--- config.mk ---
export PLATFORM = sky130hd
export DESIGN_NAME = bmm_stack
export DESIGN_NICKNAME = d
export VERILOG_FILES = /design/src/bmm_pkg.sv /design/src/bmm_stack.sv
export SDC_FILE = /design/constraint.sdc
export NUM_CORES = 2
export LEC_CHECK = 0
export BUFFER_PORTS_ARGS = -buffer_cell sky130_fd_sc_hd__buf_2
export CELL_PAD_IN_SITES_DETAIL_PLACEMENT = 1
export CELL_PAD_IN_SITES_GLOBAL_PLACEMENT = 2
export CORE_MARGIN = 2
export CORE_UTILIZATION = 40
export DETAILED_ROUTE_END_ITERATION = 8
export MAX_ROUTING_LAYER = met4
export PLACE_DENSITY_LB_ADDON = 0.1
export SLEW_MARGIN = 0
export SYNTH_ARGS = -nofsm -noshare
export SYNTH_HDL_FRONTEND = slang
export SYNTH_MEMORY_MAX_BITS = 65536
export SYNTH_SLANG_ARGS = --single-unit
export TNS_END_PERCENT = 5
--- constraint.sdc ---
create_clock -name i_clk -period 8 [get_ports i_clk]
set_clock_uncertainty 0.2 [all_clocks]
set_input_delay 1.6 -clock i_clk [delete_from_list [all_inputs] [get_ports i_clk]]
set_output_delay 1.6 -clock i_clk [all_outputs]
set_load 0.01 [all_outputs]
--- src/bmm_pkg.sv ---
// shared constants, codes and request structs for the bracket match marker
package bmm_pkg;

    // string capacity and derived widths
    localparam int MAX_LEN = 512;
    localparam int IDX_W   = $clog2(MAX_LEN);
    localparam int LEN_W   = $clog2(MAX_LEN + 1);

    // command codes
    localparam logic [1:0] CMD_START  = 2'd0;
    localparam logic [1:0] CMD_APPEND = 2'd1;
    localparam logic [1:0] CMD_READ   = 2'd2;

    // mark codes
    localparam logic [1:0] MARK_NONE  = 2'd0;
    localparam logic [1:0] MARK_OPEN  = 2'd1;
    localparam logic [1:0] MARK_CLOSE = 2'd2;

    // bracket bytes
    localparam logic [7:0] CH_OPEN  = 8'h28;
    localparam logic [7:0] CH_CLOSE = 8'h29;

    // character and mark store access
    typedef struct packed {
        logic             char_we;
        logic [IDX_W-1:0] char_addr;
        logic [7:0]       char_data;
        logic             mark_we;
        logic [IDX_W-1:0] mark_addr;
        logic [1:0]       mark_data;
        logic             rd_en;
        logic [IDX_W-1:0] rd_addr;
    } t_store_req;

    // open position stack access
    typedef struct packed {
        logic             we;
        logic [IDX_W-1:0] waddr;
        logic [IDX_W-1:0] wdata;
        logic             rd_en;
        logic [IDX_W-1:0] raddr;
    } t_stack_req;

endpackage

--- src/bmm_stack.sv ---
// open bracket position stack memory with registered read
module bmm_stack
    import bmm_pkg::*;
(
    input  logic             i_clk,
    input  t_stack_req       i_req,
    output logic [IDX_W-1:0] o_rd_pos
);

    logic [IDX_W-1:0] r_mem [MAX_LEN];

    // push write and top read
    always_ff @(posedge i_clk) begin
        if (i_req.we) begin
            r_mem[i_req.waddr] <= i_req.wdata;
        end
        if (i_req.rd_en) begin
            o_rd_pos <= r_mem[i_req.raddr];
        end
    end

endmodule

==> run metrics <==
kind of cell adding the most delay to the critical path simple AND/OR/NAND/NOR gates; hold path cells 1; most frequent cell after synthesis edfxtp_1; Final GP Congestion 0.8286; DRC Markers 0; Critical Path Sink Type register; post-layout util 45.19%; gr ovfl total 0; chip height 674.3 um; Root Buffer clkbuf_16; Post-synth top cells edfxtp_1 (4617), mux2i_1 (879), mux4_2 (747); worst min path class in2reg; Buf/Inv on CP 3; Most used DFF post-synth edfxtp_1; status finished, final reports clean; first-pass GRT wire length 757300 um; Worst-path clk slew 0.06 ns; Slew headroom 14.24%; Post-synth EDFFs 4617; Max Root-Sink Buffers 4; CTS tree built; remaining antenna violation count 0; gr usage total 24.28%; Synth Area per Inst 20.22 um^2; Max Freq 0.1867 GHz; Resize count post-CTS 0; chip width 674.3 um; Final Hold Fails 0; core area 0.4482 mm^2; post-CTS setup buffers 0; Starting Density 40.10%; vias in the first global route 94618; initial antenna violation count 42; pwr/cell area 257.7 mW/mm^2; Clk Latency, worst-skew pair 1.06 ns; Yosys reg bits 4617; fin crit period 5.356 ns; setup tns final 0 ns; final setup violation count 0; cts-stage hold buffer count 0; cells along the critical path buf_2 > inv_1 > buf_4 > nand3_1 > nor2_1 > o21ai_0 > nand4_1 > and4bb_1; 1st-iter DRT viols 9046; FFs w/ async S/R, synth 0%; drt first pass iters 5; DR WL/cell 35.08 um; largest net degree at the start of global routing 162; max-slew violations 0; WL final 541400 um; Peak VDD IR 0.2152 mV; Yosys top cell area share 77.15%; CP Launch Type primary input; worst r2r path cells 6; Setup Crit Path Kind in2reg; area added between synthesis and finish 12.70%; Worst Path Max Fanout 22; Via density 5.848; fraction of layout cells with a size suffix above 1 17.84%; dpl hpwl 326600 um; delay of the slowest critical-path stage 1.16 ns; layout filler cell count 40920; synth warn 0; Nets 9090; # port buffers 38; Synth Instances 8888; H-tree depth 6; top cells by area, synth edfxtp_1 (77%), mux4_2 (9.4%), mux2i_1 (4.9%), o221ai_1 (2.1%), nor2_1 (1.3%); Cell variety after synth 50; RSZ-0062 raised after global routing false; Tightest Pin Transition 1.282 ns; die area 0.4546 mm^2; crit share post-route 66.94%; I/O Pins 39; dominant cell type by area after synthesis edfxtp_1; Max Cap Viol 0; Max stage delay cell, worst path nor2_1; clk sinks 4617; Lkg Pwr 63.29 nW; Seq/Total Area, Yosys 77.15%; Syn Nets 8918; total vias in the final route 90259; TritonCTS Buffers 525; worst path required time 8.60 ns; critical path depth 8; FP Rows 246; Post-Syn Area 0.1797 mm^2; WP data arrival 5.95 ns
## path summary, 6_finish.rpt
| check | from | endpoint | slack (ns) |
|---|---|---|---|
| worst min register to register | r_mem[157][6] | o_rd_pos[6] | 1.17 |
| worst max register to register | r_mem[430][4] | o_rd_pos[4] | 4.54 |
| worst min-delay path | i_req[10] | r_mem[298][0] | 0.78 |
| worst max-delay path | i_req[3] | o_rd_pos[3] | 2.64 |
## layer usage
layer,part of all wire (%),GRT usage [%],up-vias
met4,2.2,5.274,0
met2,49,39.36,2654
met1,43,32.91,49349
met3,5.3,3.302,659
li1,-,-,37597
met5,0,-,-
## cell type report
cell class | instances | area (um^2) | area share [%]
sequential | 4617 | 138600 | 68.46
multi-input combinational | 3705 | 37920 | 18.72
clock buffer | 680 | 14000 | 6.911
tap | 5952 | 7447 | 3.677
timing repair buffer | 207 | 2282 | 1.127
clock inverter | 252 | 2175 | 1.074
antenna | 17 | 42.54 | 0.02101
inverter | 4 | 23.77 | 0.01174
## report_power, final
group / internal [mW] / total, mW / switching (mW)
Clock: 13.2 / 23.0 / 9.76
Sequential: 26.7 / 26.7 / 0.0224
Combinational: 0.744 / 2.50 / 1.76
## kinds of logic (layout without fill, tap and decap cells)
logic type / Yosys count / in the layout / share of synthesized area, %
buf+inv: 566 / 1143 / 1.853
flops: 4617 / 4617 / 77.15
other cells: 0 / 17 / 0
simple gates: 960 / 960 / 2.335
compound gates: 1102 / 1102 / 4.298
mux: 1643 / 1643 / 14.36
## registers in the layout, indices dropped and copies added, names as in the netlist
name and flops:
o_rd_pos 9, r_mem 4608
## through the flow
stage / std cells / instance area [um^2] / worst slack, ns / hold slack, ns / total power, mW
after floorplan: 8888 / 179700 / 4.024 / 0.8328 / 28.45
after global placement: 14485 / 186300 / 1.712 / 1.137 / 29.70
after detailed placement: 14485 / 186300 / 1.683 / 1.170 / 29.74
after CTS: 15417 / 202500 / 2.835 / 0.7133 / 52.69
after global routing: 15425 / 202500 / 2.760 / 0.7708 / 53.60
final: 15434 / 202500 / 2.644 / 0.7845 / 52.19
## worst reg2reg max path, cell delays in order, from the launching register on
cell and delay [ns]:
edfxtp_1 0.38, mux4_2 0.46, mux2i_1 0.59, nand2_1 0.26, a31oi_1 0.52, a221o_1 0.51, and4bb_1 0.29
## layout by cell type, fill, tap and decap left out, drive strengths merged, types with 27 or more instances in the layout
cell type	n
nand2	125
mux2i	879
buf	207
o21ai	145
nand4	66
o221ai	431
mux4	747
clkbuf	680
clkinv	194
a22oi	51
o22ai	192
edfxtp	4617
bufinv	27
nor2	601
a21oi	217
nor4	28
nor3	47
Power figures use the tool's default switching activity.
